===== config.mk =====
export PLATFORM = sky130hd
export DESIGN_NAME = dual_range_obstacle_classifier_flat
export DESIGN_NICKNAME = d
export VERILOG_FILES = /design/src/rtl/dro_pkg.sv /design/src/rtl/dro_if.sv /design/src/rtl/dro_scene.sv /design/src/rtl/dual_range_obstacle_classifier.sv /design/src/flat_wrapper.sv
export SDC_FILE = /design/constraint.sdc
export NUM_CORES = 1
export LEC_CHECK = 0
export CAP_MARGIN = 15
export CORE_MARGIN = 1
export CORE_UTILIZATION = 41
export CTS_BUF_LIST = sky130_fd_sc_hd__clkbuf_8
export CTS_CLUSTER_SIZE = 30
export DETAILED_ROUTE_END_ITERATION = 6
export DONT_BUFFER_PORTS = 1
export GPL_TIMING_DRIVEN = 0
export PLACE_DENSITY = 0.52
export SLEW_MARGIN = 20
export SYNTH_ARGS = -nofsm -noshare
export SYNTH_HDL_FRONTEND = slang
export SYNTH_SLANG_ARGS = --single-unit

===== constraint.sdc =====
create_clock -name clk_i -period 11.96 [get_ports clk_i]
set_input_delay 1.196 -clock clk_i [delete_from_list [all_inputs] [get_ports clk_i]]
set_output_delay 1.196 -clock clk_i [all_outputs]
set_load 0.005 [all_outputs]

===== src/rtl/dro_pkg.sv =====
// Shared types, codes and reset values for the dual range obstacle classifier.
`timescale 1ns / 1ps
`default_nettype none

package dro_pkg;

  localparam int unsigned DistW  = 16;
  localparam int unsigned TimeW  = 32;
  localparam int unsigned CfgW   = 16;
  localparam int unsigned CfgIdxW = 3;

  typedef enum logic [2:0] {
    CLS_CLEAR   = 3'd0,
    CLS_LEFT    = 3'd1,
    CLS_RIGHT   = 3'd2,
    CLS_CENTER  = 3'd3,
    CLS_BOTH    = 3'd4,
    CLS_UNKNOWN = 3'd5
  } obs_class_e;

  typedef enum logic [1:0] {
    STEER_NONE        = 2'd0,
    STEER_AVOID_LEFT  = 2'd1,
    STEER_AVOID_RIGHT = 2'd2,
    STEER_HOLD        = 2'd3
  } steer_e;

  typedef enum logic [2:0] {
    ZONE_UNKNOWN   = 3'd0,
    ZONE_CLEAR     = 3'd1,
    ZONE_CAUTION   = 3'd2,
    ZONE_BLOCKED   = 3'd3,
    ZONE_EMERGENCY = 3'd4
  } zone_e;

  typedef enum logic [CfgIdxW-1:0] {
    REG_MIN_DISTANCE   = 3'd0,
    REG_MAX_DISTANCE   = 3'd1,
    REG_CENTER_BALANCE = 3'd2,
    REG_SIDE_MARGIN    = 3'd3,
    REG_STABLE_TIME    = 3'd4
  } reg_idx_e;

  localparam logic [CfgW-1:0] MinDistanceRst   = 16'd20;
  localparam logic [CfgW-1:0] MaxDistanceRst   = 16'd4000;
  localparam logic [CfgW-1:0] CenterBalanceRst = 16'd100;
  localparam logic [CfgW-1:0] SideMarginRst    = 16'd150;
  localparam logic [CfgW-1:0] StableTimeRst    = 16'd300;

  typedef struct packed {
    logic [DistW-1:0] min_distance_mm;
    logic [DistW-1:0] max_distance_mm;
    logic [DistW-1:0] center_balance_mm;
    logic [DistW-1:0] side_margin_mm;
    logic [CfgW-1:0]  stable_time_ms;
  } cfg_t;

  typedef struct packed {
    logic             fresh;
    logic             healthy;
    logic             echo_ok;
    logic [DistW-1:0] distance_mm;
    logic [2:0]       zone;
  } chan_t;

  typedef struct packed {
    logic [TimeW-1:0] now_ms;
    chan_t            left;
    chan_t            right;
  } in_item_t;

  // Per-item scene verdict, before the persistence gate.
  typedef struct packed {
    logic       usable;
    obs_class_e cls;
    steer_e     steer;
  } scene_t;

endpackage

`default_nettype wire


===== src/rtl/dro_if.sv =====
// Valid/ready channel interfaces for update items and result items.
`timescale 1ns / 1ps
`default_nettype none

interface dro_in_if;
  logic                         valid;
  logic                         ready;
  logic [dro_pkg::TimeW-1:0]    now_ms;
  logic                         left_fresh;
  logic                         left_healthy;
  logic                         left_echo_ok;
  logic [dro_pkg::DistW-1:0]    left_distance_mm;
  logic [2:0]                   left_zone;
  logic                         right_fresh;
  logic                         right_healthy;
  logic                         right_echo_ok;
  logic [dro_pkg::DistW-1:0]    right_distance_mm;
  logic [2:0]                   right_zone;

  modport source (
    output valid, now_ms, left_fresh, left_healthy, left_echo_ok, left_distance_mm,
           left_zone, right_fresh, right_healthy, right_echo_ok, right_distance_mm,
           right_zone,
    input  ready
  );
  modport sink (
    input  valid, now_ms, left_fresh, left_healthy, left_echo_ok, left_distance_mm,
           left_zone, right_fresh, right_healthy, right_echo_ok, right_distance_mm,
           right_zone,
    output ready
  );
endinterface

interface dro_out_if;
  logic                  valid;
  logic                  ready;
  dro_pkg::obs_class_e   obstacle_class;
  dro_pkg::steer_e       steer_decision;
  logic                  is_stable;

  modport source (
    output valid, obstacle_class, steer_decision, is_stable,
    input  ready
  );
  modport sink (
    input  valid, obstacle_class, steer_decision, is_stable,
    output ready
  );
endinterface

`default_nettype wire


===== src/rtl/dro_scene.sv =====
// Channel usability check and scene classification for one update.
`timescale 1ns / 1ps
`default_nettype none

module dro_scene (
  input  dro_pkg::in_item_t item_i,
  input  dro_pkg::cfg_t     cfg_i,
  output dro_pkg::scene_t   scene_o
);

  logic                      l_ok, r_ok;
  logic                      l_blk, r_blk;
  logic                      l_stop, r_stop;
  logic [dro_pkg::DistW-1:0] ld, rd;
  logic [dro_pkg::DistW-1:0] l_minus_r, r_minus_l, diff;
  logic                      r_ge_l, l_ge_r;

  assign ld = item_i.left.distance_mm;
  assign rd = item_i.right.distance_mm;

  always_comb begin
    l_ok = item_i.left.fresh && item_i.left.healthy && item_i.left.echo_ok &&
           (ld >= cfg_i.min_distance_mm) && (ld <= cfg_i.max_distance_mm) &&
           (item_i.left.zone inside {dro_pkg::ZONE_CLEAR, dro_pkg::ZONE_CAUTION,
                                     dro_pkg::ZONE_BLOCKED, dro_pkg::ZONE_EMERGENCY});
    r_ok = item_i.right.fresh && item_i.right.healthy && item_i.right.echo_ok &&
           (rd >= cfg_i.min_distance_mm) && (rd <= cfg_i.max_distance_mm) &&
           (item_i.right.zone inside {dro_pkg::ZONE_CLEAR, dro_pkg::ZONE_CAUTION,
                                      dro_pkg::ZONE_BLOCKED, dro_pkg::ZONE_EMERGENCY});
    l_blk  = item_i.left.zone inside {dro_pkg::ZONE_CAUTION, dro_pkg::ZONE_BLOCKED,
                                      dro_pkg::ZONE_EMERGENCY};
    r_blk  = item_i.right.zone inside {dro_pkg::ZONE_CAUTION, dro_pkg::ZONE_BLOCKED,
                                       dro_pkg::ZONE_EMERGENCY};
    l_stop = item_i.left.zone inside {dro_pkg::ZONE_BLOCKED, dro_pkg::ZONE_EMERGENCY};
    r_stop = item_i.right.zone inside {dro_pkg::ZONE_BLOCKED, dro_pkg::ZONE_EMERGENCY};
  end

  assign r_ge_l    = rd >= ld;
  assign l_ge_r    = ld >= rd;
  assign r_minus_l = rd - ld;
  assign l_minus_r = ld - rd;
  assign diff      = r_ge_l ? r_minus_l : l_minus_r;

  always_comb begin
    scene_o.usable = l_ok && r_ok;
    scene_o.cls    = dro_pkg::CLS_CLEAR;
    scene_o.steer  = dro_pkg::STEER_NONE;
    case ({l_blk, r_blk})
      2'b10: begin
        scene_o.cls   = dro_pkg::CLS_LEFT;
        scene_o.steer = dro_pkg::STEER_AVOID_RIGHT;
      end
      2'b01: begin
        scene_o.cls   = dro_pkg::CLS_RIGHT;
        scene_o.steer = dro_pkg::STEER_AVOID_LEFT;
      end
      2'b11: begin
        scene_o.cls = (diff <= cfg_i.center_balance_mm) ? dro_pkg::CLS_CENTER
                                                         : dro_pkg::CLS_BOTH;
        // Right side is tried first, so it wins a tie at zero margin.
        if (r_ge_l && (r_minus_l >= cfg_i.side_margin_mm) && !r_stop) begin
          scene_o.steer = dro_pkg::STEER_AVOID_RIGHT;
        end else if (l_ge_r && (l_minus_r >= cfg_i.side_margin_mm) && !l_stop) begin
          scene_o.steer = dro_pkg::STEER_AVOID_LEFT;
        end else begin
          scene_o.steer = dro_pkg::STEER_HOLD;
        end
      end
      default: begin
        scene_o.cls   = dro_pkg::CLS_CLEAR;
        scene_o.steer = dro_pkg::STEER_NONE;
      end
    endcase
  end

endmodule

`default_nettype wire


===== src/rtl/dual_range_obstacle_classifier.sv =====
// Top level of the dual range obstacle classifier.
// Takes one update transaction per cycle unless a stalled result holds it back, and
// returns one result transaction per update. An accepted update is captured in the
// input register, then the scene check, candidate compare and 32-bit wrapping
// elapsed-time compare feed the result register, which drives the result valid.
// A full result register that is not taken stalls the pipeline, but one more update
// is still held in the input register. The persistence candidate is updated as each
// result is formed, so results follow update order exactly. Configuration writes take
// effect on the next clock and are meant to be made while no update is in flight.
`timescale 1ns / 1ps
`default_nettype none

module dual_range_obstacle_classifier (
  input  wire logic                          clk_i,
  input  wire logic                          rst_ni,
  input  wire logic                          cfg_we_i,
  input  wire logic [dro_pkg::CfgIdxW-1:0]   cfg_idx_i,
  input  wire logic [dro_pkg::CfgW-1:0]      cfg_data_i,
  dro_in_if.sink                             in_i,
  dro_out_if.source                          out_o
);

  dro_pkg::cfg_t     cfg_q;
  dro_pkg::in_item_t item_q;
  logic              in_vld_q;
  logic              out_vld_q;
  logic              advance;

  dro_pkg::scene_t   scene;

  logic                       cand_present_q, cand_present_d;
  dro_pkg::obs_class_e        cand_cls_q, cand_cls_d;
  dro_pkg::steer_e            cand_steer_q, cand_steer_d;
  logic [dro_pkg::TimeW-1:0]  cand_start_q, cand_start_d;
  logic                       new_cand;
  logic [dro_pkg::TimeW-1:0]  start_eff, elapsed;
  logic                       gate_open;

  dro_pkg::obs_class_e        res_cls_q, res_cls_d;
  dro_pkg::steer_e            res_steer_q, res_steer_d;
  logic                       res_stable_q, res_stable_d;

  // Configuration registers.
  always_ff @(posedge clk_i or negedge rst_ni) begin
    if (!rst_ni) begin
      cfg_q.min_distance_mm   <= dro_pkg::MinDistanceRst;
      cfg_q.max_distance_mm   <= dro_pkg::MaxDistanceRst;
      cfg_q.center_balance_mm <= dro_pkg::CenterBalanceRst;
      cfg_q.side_margin_mm    <= dro_pkg::SideMarginRst;
      cfg_q.stable_time_ms    <= dro_pkg::StableTimeRst;
    end else if (cfg_we_i) begin
      case (cfg_idx_i)
        dro_pkg::REG_MIN_DISTANCE:   cfg_q.min_distance_mm   <= cfg_data_i;
        dro_pkg::REG_MAX_DISTANCE:   cfg_q.max_distance_mm   <= cfg_data_i;
        dro_pkg::REG_CENTER_BALANCE: cfg_q.center_balance_mm <= cfg_data_i;
        dro_pkg::REG_SIDE_MARGIN:    cfg_q.side_margin_mm    <= cfg_data_i;
        dro_pkg::REG_STABLE_TIME:    cfg_q.stable_time_ms    <= cfg_data_i;
        default: ;
      endcase
    end
  end

  // Handshake: the input register refills whenever it empties into the result stage.
  assign advance     = in_vld_q && (!out_vld_q || out_o.ready);
  assign in_i.ready  = !in_vld_q || advance;
  assign out_o.valid = out_vld_q;

  always_ff @(posedge clk_i or negedge rst_ni) begin
    if (!rst_ni) begin
      in_vld_q <= 1'b0;
    end else if (in_i.ready) begin
      in_vld_q <= in_i.valid;
    end
  end

  always_ff @(posedge clk_i) begin
    if (in_i.valid && in_i.ready) begin
      item_q.now_ms            <= in_i.now_ms;
      item_q.left.fresh        <= in_i.left_fresh;
      item_q.left.healthy      <= in_i.left_healthy;
      item_q.left.echo_ok      <= in_i.left_echo_ok;
      item_q.left.distance_mm  <= in_i.left_distance_mm;
      item_q.left.zone         <= in_i.left_zone;
      item_q.right.fresh       <= in_i.right_fresh;
      item_q.right.healthy     <= in_i.right_healthy;
      item_q.right.echo_ok     <= in_i.right_echo_ok;
      item_q.right.distance_mm <= in_i.right_distance_mm;
      item_q.right.zone        <= in_i.right_zone;
    end
  end

  dro_scene u_scene (
    .item_i  (item_q),
    .cfg_i   (cfg_q),
    .scene_o (scene)
  );

  // Persistence gate: a changed candidate restarts its timer at this update.
  assign new_cand  = !cand_present_q || (cand_cls_q != scene.cls) ||
                     (cand_steer_q != scene.steer);
  assign start_eff = new_cand ? item_q.now_ms : cand_start_q;
  assign elapsed   = item_q.now_ms - start_eff;
  assign gate_open = elapsed >= {{(dro_pkg::TimeW-dro_pkg::CfgW){1'b0}},
                                 cfg_q.stable_time_ms};

  always_comb begin
    cand_present_d = cand_present_q;
    cand_cls_d     = cand_cls_q;
    cand_steer_d   = cand_steer_q;
    cand_start_d   = cand_start_q;
    res_cls_d      = dro_pkg::CLS_UNKNOWN;
    res_steer_d    = dro_pkg::STEER_HOLD;
    res_stable_d   = 1'b0;
    if (!scene.usable) begin
      // Drop the candidate on any unusable channel.
      cand_present_d = 1'b0;
    end else begin
      if (new_cand) begin
        cand_present_d = 1'b1;
        cand_cls_d     = scene.cls;
        cand_steer_d   = scene.steer;
        cand_start_d   = item_q.now_ms;
      end
      res_cls_d    = scene.cls;
      res_steer_d  = gate_open ? scene.steer : dro_pkg::STEER_HOLD;
      res_stable_d = gate_open;
    end
  end

  always_ff @(posedge clk_i or negedge rst_ni) begin
    if (!rst_ni) begin
      out_vld_q      <= 1'b0;
      cand_present_q <= 1'b0;
      cand_cls_q     <= dro_pkg::CLS_CLEAR;
      cand_steer_q   <= dro_pkg::STEER_NONE;
      cand_start_q   <= '0;
    end else begin
      if (advance) begin
        out_vld_q      <= 1'b1;
        cand_present_q <= cand_present_d;
        cand_cls_q     <= cand_cls_d;
        cand_steer_q   <= cand_steer_d;
        cand_start_q   <= cand_start_d;
      end else if (out_o.ready) begin
        out_vld_q <= 1'b0;
      end
    end
  end

  always_ff @(posedge clk_i) begin
    if (advance) begin
      res_cls_q    <= res_cls_d;
      res_steer_q  <= res_steer_d;
      res_stable_q <= res_stable_d;
    end
  end

  assign out_o.obstacle_class = res_cls_q;
  assign out_o.steer_decision = res_steer_q;
  assign out_o.is_stable      = res_stable_q;

endmodule

`default_nettype wire


===== src/flat_wrapper.sv =====
// flat-port wrapper written by rule: the top's interface ports become plain ports
module dual_range_obstacle_classifier_flat 
  (clk_i, rst_ni, cfg_we_i, cfg_idx_i, cfg_data_i, in_i_valid, in_i_now_ms, in_i_left_fresh, in_i_left_healthy, in_i_left_echo_ok, in_i_left_distance_mm, in_i_left_zone, in_i_right_fresh, in_i_right_healthy, in_i_right_echo_ok, in_i_right_distance_mm, in_i_right_zone, in_i_ready, out_o_valid, out_o_obstacle_class, out_o_steer_decision, out_o_is_stable, out_o_ready);
  dro_in_if in_i_i ();
  dro_out_if out_o_i ();
  input  wire logic clk_i;
  input  wire logic rst_ni;
  input  wire logic cfg_we_i;
  input  wire logic [dro_pkg::CfgIdxW-1:0] cfg_idx_i;
  input  wire logic [dro_pkg::CfgW-1:0] cfg_data_i;
  input wire logic [$bits(in_i_i.valid)-1:0] in_i_valid;
  input wire logic [$bits(in_i_i.now_ms)-1:0] in_i_now_ms;
  input wire logic [$bits(in_i_i.left_fresh)-1:0] in_i_left_fresh;
  input wire logic [$bits(in_i_i.left_healthy)-1:0] in_i_left_healthy;
  input wire logic [$bits(in_i_i.left_echo_ok)-1:0] in_i_left_echo_ok;
  input wire logic [$bits(in_i_i.left_distance_mm)-1:0] in_i_left_distance_mm;
  input wire logic [$bits(in_i_i.left_zone)-1:0] in_i_left_zone;
  input wire logic [$bits(in_i_i.right_fresh)-1:0] in_i_right_fresh;
  input wire logic [$bits(in_i_i.right_healthy)-1:0] in_i_right_healthy;
  input wire logic [$bits(in_i_i.right_echo_ok)-1:0] in_i_right_echo_ok;
  input wire logic [$bits(in_i_i.right_distance_mm)-1:0] in_i_right_distance_mm;
  input wire logic [$bits(in_i_i.right_zone)-1:0] in_i_right_zone;
  output wire logic [$bits(in_i_i.ready)-1:0] in_i_ready;
  output wire logic [$bits(out_o_i.valid)-1:0] out_o_valid;
  output wire logic [$bits(out_o_i.obstacle_class)-1:0] out_o_obstacle_class;
  output wire logic [$bits(out_o_i.steer_decision)-1:0] out_o_steer_decision;
  output wire logic [$bits(out_o_i.is_stable)-1:0] out_o_is_stable;
  input wire logic [$bits(out_o_i.ready)-1:0] out_o_ready;
  assign in_i_i.valid = in_i_valid;
  assign in_i_i.now_ms = in_i_now_ms;
  assign in_i_i.left_fresh = in_i_left_fresh;
  assign in_i_i.left_healthy = in_i_left_healthy;
  assign in_i_i.left_echo_ok = in_i_left_echo_ok;
  assign in_i_i.left_distance_mm = in_i_left_distance_mm;
  assign in_i_i.left_zone = in_i_left_zone;
  assign in_i_i.right_fresh = in_i_right_fresh;
  assign in_i_i.right_healthy = in_i_right_healthy;
  assign in_i_i.right_echo_ok = in_i_right_echo_ok;
  assign in_i_i.right_distance_mm = in_i_right_distance_mm;
  assign in_i_i.right_zone = in_i_right_zone;
  assign in_i_ready = in_i_i.ready;
  assign out_o_valid = out_o_i.valid;
  assign out_o_obstacle_class = out_o_i.obstacle_class;
  assign out_o_steer_decision = out_o_i.steer_decision;
  assign out_o_is_stable = out_o_i.is_stable;
  assign out_o_i.ready = out_o_ready;
  dual_range_obstacle_classifier u_core (.clk_i(clk_i), .rst_ni(rst_ni), .cfg_we_i(cfg_we_i), .cfg_idx_i(cfg_idx_i), .cfg_data_i(cfg_data_i), .in_i(in_i_i), .out_o(out_o_i));
endmodule

==> metrics, run 1 <==
crit path time final=11120 ps; setup violators final=0; synthesis-stage register bit count=202; Port Buffers=0; worst-case clock skew=21.9 ps; syn_nets=1792; DIE WIDTH=189 um; fin area=0.0159 mm^2; hold crit path type=in -> async; crit path max fanout=10; count of pins over their slew limit=0; dominant cell type by area after synthesis=dfrtp_1; dpl cell area=0.0149 mm^2; DRT iter0 DRCs=596; post-synthesis simple-gate area fraction=12.3%; measured slew at the worst slew-check pin=982 ps; worst slack at placement=-928 ps; most used cell, CP=ha_1; fin crit share=92.9%; GPL Wtd Cong=0.929; global router's overall resource usage=22.9%; initial antenna violation count=0; fraction of layout cells with a size suffix above 1=10.8%; initial core utilization=41.5%; DR vias/cell=5.44; yosys warns=0; CTS Buf Count=40; setup TNS=0 ps; Detail Placement HPWL=31100 um; Worst setup SP type=register; Power Dens Cells=145 mW/mm^2; H-tree depth=2; nets@finish=1843; CTS max path bufs=3; Worst Path Arrival=11460 ps; most frequent cell after synthesis=ha_1; slowest cell on the critical path=fa_1; ys async rst share=59.4%; P&R area growth vs syn=10.9%; Hold Vio Cnt, Final=0; Slew headroom=34.6%; TritonCTS clock tree=yes; max incr delay on CP=410 ps; mux cell area share after synthesis=5.02%; diode count=0; R2R Path Start=u_core.item_q[3]; die area=0.0356 mm^2; Synth cell types=77; Worst Setup SP=u_core.item_q[3]; largest net degree at the start of global routing=121; post-synthesis sequential area ratio=38.4%; ys flop type=dfrtp_1; main combinational cell family by area after synthesis=compound AO/OA/AOI/OAI gates; Routed WL=40000 um; area share of fa/ha/maj cells after synthesis=16.9%; Cells after Synth=1502; RSZ-0062 raised after global routing=no; Clock Tree Root=clkbuf_8; final setup margin=844 ps; global-route wire length before repair=62900 um; outcome=completed; Clock transition at path regs=70 ps; top cells by area, synth=dfrtp_1 18%, edfxtp_1 17%, ha_1 16%; height of the die=189 um; post-DR wirelength/cell=19.6 um; worst skew pair latency=590 ps; Residual DRC=0; Syn Area/Cell=9.52 um^2; VDD IR-drop max=0.0884 mV; vias in the first global route=11000; critical path class=reg -> reg; total power=2.30 mW; DR vias=11100; top cell type's share of synthesized area=17.7%; clk sinks=202; row cnt=68; Req. time, crit path=12300 ps; fmax=90.0 MHz; post-synthesis compound-gate area fraction=19.1%; Leak Pwr=7.27 nW; 1st-pass router iterations=7; Critical Path End Type=register; post-synthesis xor/xnor area fraction=2.88%; area of the core=0.0345 mm^2; Mapped Area=0.0143 mm^2; max_cap viols=0; io pins=108; Post-synth EDFFs=82; Congestion Overflow GR=0; ANT nets after route=0; Post-synth top cells=187 x ha_1, 150 x a21oi_1, 150 x nand2_1
path summary, 6_finish.rpt:
kind                                          end  slack, ps  cells past startpoint
max in group asynchronous        u_core.cfg_q[34]      11280                      0
min in group clk_i               u_core.cfg_q[34]        500                      2
max                        u_core.out_o.is_stable        840                     51
min                              u_core.cfg_q[67]        310                      0
max reg2reg                u_core.out_o.is_stable        840                     51
min reg2reg                      u_core.cfg_q[34]        500                      2
timing repair:
| action | 4_1_cts | 5_1_grt |
|---|---|---|
| pin swaps | 1 | 2 |
| resized for setup | 6 | 16 |
| setup endpoints to repair | 3 | 3 |
| buffers inserted | 1 | 6 |
| hold buffers | 0 | 0 |
where the power goes:
group / switching [mW] / total [mW] / internal, mW
clock network: 0.317 / 0.722 / 0.405
logic: 0.433 / 0.732 / 0.299
registers: 0.0376 / 0.851 / 0.813
sequential cells by signal (all words and copies together) (netlist names):
signal                       flops
u_core.cfg_q                    80
u_core.item_q                   76
u_core.cand_start_q             32
u_core.cand_cls_q                3
u_core.out_o.obstacle_class      3
u_core.cand_steer_q              2
u_core.out_o.steer_decision      2
u_core.cand_present_q            1
u_core.in_vld_q                  1
u_core.out_o.is_stable           1
u_core.out_o.valid               1
cell type report:
type | count | area (um^2)
fillers | 3370 | 18600
multi-input cells | 1106 | 8130
flip-flops and latches | 202 | 5490
clock buffers | 44 | 606
well taps | 455 | 569
inverters | 140 | 529
plain buffers | 53 | 239
clock inverters | 29 | 206
repair buffers | 10 | 87.6
routing by layer:
| metal | up-vias | share of wire, % | GRT usage, % |
|---|---|---|---|
| li1 | 5500 | - | - |
| met3 | 69 | 4.4 | 3.30 |
| met5 | - | 0 | 0 |
| met1 | 5295 | 47 | 30.8 |
| met4 | 0 | 2.7 | 7.97 |
| met2 | 231 | 46 | 37.7 |
stage by stage:
step / hold slack, ps / util (%) / cells
2_1_floorplan: 457 / - / 1502
3_3_place_gp: 472 / 43.1 / 1957
3_5_place_dp: 494 / 43.3 / 1960
4_1_cts: 259 / 45.7 / 2033
5_1_grt: 288 / 46.0 / 2039
6_report: 307 / 46.0 / 2039
worst max-delay path: cells and delay by family (launching register included):
family | cells | cell delay, ps
compound gates | 20 | 4350
xor+xnor | 2 | 350
fa+ha+maj | 6 | 1890
buf+inv | 6 | 1090
flops | 1 | 390
mux | 2 | 380
simple gates | 15 | 2410
logic make-up (layout without fill, tap and decap cells):
group	after synthesis	in the layout
adders and majority gates	192	192
DFF	202	202
buffers and inverters	194	276
AOI/OAI and AO/OA	439	439
muxes	67	67
xor gates and xnor gates	47	47
and+or+nand+nor	361	361
cell usage in the layout (no fill, tap or decap), types with 14 or more instances in the layout:
cell and n:
a21o_1 51, xnor2_1 28, inv_1 151, o21ai_0 119, ha_1 187, clkbuf_1 31, clkbuf_8 44, mux2_2 36
nand2b_1 24, nor3_1 14, nand3_1 19, dfrtp_1 101, dfstp_2 19, o21a_1 15, edfxtp_1 82, xor2_1 19
a21oi_1 149, nand2_1 150, a211oi_1 16, nor2_1 58, nor2b_1 24, nand4_1 24, mux2i_1 29
(Power assumes the default switching activity.)
==> run 2, diff against run 1 <==
ABC_AREA = 1   (was unset)
==> run 2 against run 1 <==
Sequential cell count did not move. Via count up 6.8%. Core utilization shrank 0.25 points. First-iteration DRC count is 25% higher. Synthesized cell count increased by 19%. Largest power group unchanged.
==> metrics, run 2 <==
outcome=completed; Clock Tree Root=clkbuf_8; setup violators final=0; Mapped Area=0.0145 mm^2; met2 WL post-DR=16300 um; measured slew at the worst slew-check pin=771 ps; GPL Wtd Cong=0.901; Req. time, crit path=12280 ps; DRT iter0 DRCs=747; Critical Path End Type=register; top cells by area, synth=dfrtp_1 17%, edfxtp_1 17%, ha_1 16%; ys async rst share=59.4%; H-tree depth=2; Cells after Synth=1780; dominant cell type by area after synthesis=dfrtp_1; hold crit path type=in -> async; synthesis-stage register bit count=202; Congestion Overflow GR=0; 1st-pass router iterations=5; max_cap viols=0; final setup margin=2170 ps; Layout Cells excl Fill=2308; global router's overall resource usage=23.1%; Detail Placement HPWL=31900 um; number of flip-flops in the largest register=80; Power Dens Cells=145 mW/mm^2; crit path time final=9790 ps; DIE WIDTH=190 um; row cnt=68; fraction of power spent switching nets=36.5%; count of pins over their slew limit=0; top cell type's share of synthesized area=17.5%; post-DR wirelength/cell=17.4 um; yosys warns=0; VDD IR-drop max=0.0899 mV; worst slack at placement=2050 ps; most frequent cell after synthesis=nand2_1; fin area=0.0158 mm^2; Port Buffers=0; clock network power share=29.6%; post-synthesis sequential area ratio=37.9%; fillers=3462; ys flop type=dfrtp_1; largest net degree at the start of global routing=121; DR vias=11800; Reg power frac=37.4%; wire length on met1=20600 um; Slew headroom=48.6%; Hold Vio Cnt, Final=0; dpl cell area=0.0151 mm^2; Leak Pwr=7.96 nW; combinational share of power=33.0%; CTS Buf Count=39; Routed WL=40100 um; DR vias/cell=5.13; initial antenna violation count=2; height of the die=190 um; global-route wire length before repair=63800 um; fraction of layout cells with a size suffix above 1=7.23%; worst skew pair latency=600 ps; Sw Pwr=0.842 mW; syn_nets=2070; max incr delay on CP=610 ps; Synth cell types=55; die area=0.0361 mm^2; Post-synth top cells=441 x nand2_1, 269 x inv_1, 187 x ha_1; Post-CTS Repair Setup Buffers=0; top routing layer in use=met4; most frequent cells in the layout=441 x nand2_1, 283 x inv_1, 187 x ha_1; commonest non-fill, non-tap cell in the layout=nand2_1; internal power=1.46 mW; Largest regs=u_core.cfg_q x80, u_core.item_q x76, u_core.cand_start_q x32; post-placement cell count=2236; Top reg by flops=u_core.cfg_q; met3 wire length=2240 um; Worst Setup SP=u_core.item_q[3]; Worst Path Arrival=10100 ps; initial core utilization=41.8%; most used cell, CP=nand2_1; Core Util, Final=45.8%; ANT nets after route=0; diode count=0; io pins=108; Syn Area/Cell=8.13 um^2; fin crit share=81.8%; P&R area growth vs syn=9.41%; fmax=102 MHz; R2R Path Start=u_core.item_q[3]; Post-synth EDFFs=82; post-CTS sizing=0; setup TNS=0 ps; slowest cell on the critical path=buf_1; TritonCTS clock tree=yes; CTS max path bufs=3; hold buffer count at cts=0; total power=2.30 mW; Clock transition at path regs=60 ps; Worst setup SP type=register; RSZ-0062 raised after global routing=no; critical path class=reg -> reg; nets@finish=2112; Residual DRC=0; clk sinks=202; area of the core=0.0346 mm^2; worst-case clock skew=29.8 ps; crit path max fanout=10; vias in the first global route=11500; worst hold slack=306 ps
==> run 2: cell families (layout without fill, tap and decap cells) <==
kind of cell	after synthesis	in the layout	share of synthesized area, %
buf+inv	313	386	8.39
simple gates	675	675	20.0
compound gates	330	330	12.7
mux	24	24	1.66
xor+xnor	46	46	2.78
flops	202	202	37.9
fa+ha+maj	190	190	16.6
==> run 2: worst paths after layout <==
check,slack (ps),depth (start not counted),endpoint
setup reg to reg,2170,50,u_core.out_o.is_stable
setup / recovery,2170,50,u_core.out_o.is_stable
max in group asynchronous,11410,0,u_core.cfg_q[59]
hold / removal,310,0,u_core.cfg_q[16]
hold reg to reg,480,2,u_core.cfg_q[75]
min in group clk_i,480,2,u_core.cfg_q[75]
==> run 2: cell type report <==
type / count / area [um^2] / area share [%]
plain buffers: 37 / 179 / 1.13
clock buffers: 45 / 619 / 3.91
clock inverters: 27 / 144 / 0.908
inverters: 276 / 1040 / 6.56
multi-input cells: 1265 / 7780 / 49.1
flip-flops and latches: 202 / 5490 / 34.6
well taps: 455 / 569 / 3.59
repair buffers: 1 / 27.5 / 0.174
==> run 2: worst max-delay path, delay by kind of cell, from the launching register on <==
kind | cells | cell delay, ps
fa+ha+maj | 6 | 1820
flops | 1 | 400
xor+xnor | 1 | 210
simple gates | 29 | 3890
buf+inv | 6 | 1980
compound gates | 8 | 1180
==> run 2: per-layer routing <==
layer,global-route usage [%],up-vias
met5,0,-
met4,7.10,0
met3,3.91,41
met2,33.4,266
met1,34.6,5563
li1,-,5977
==> run 2: power by group through the flow <==
| stage | clock network (mW) | registers, mW | logic (mW) |
|---|---|---|---|
| 2_1_floorplan | 0 | 0.857 | 0.571 |
| 3_3_place_gp | 0 | 0.874 | 0.741 |
| 3_5_place_dp | 0 | 0.872 | 0.758 |
| 4_1_cts | 0.704 | 0.860 | 0.765 |
| 5_1_grt | 0.733 | 0.870 | 0.886 |
| 6_report | 0.683 | 0.861 | 0.761 |
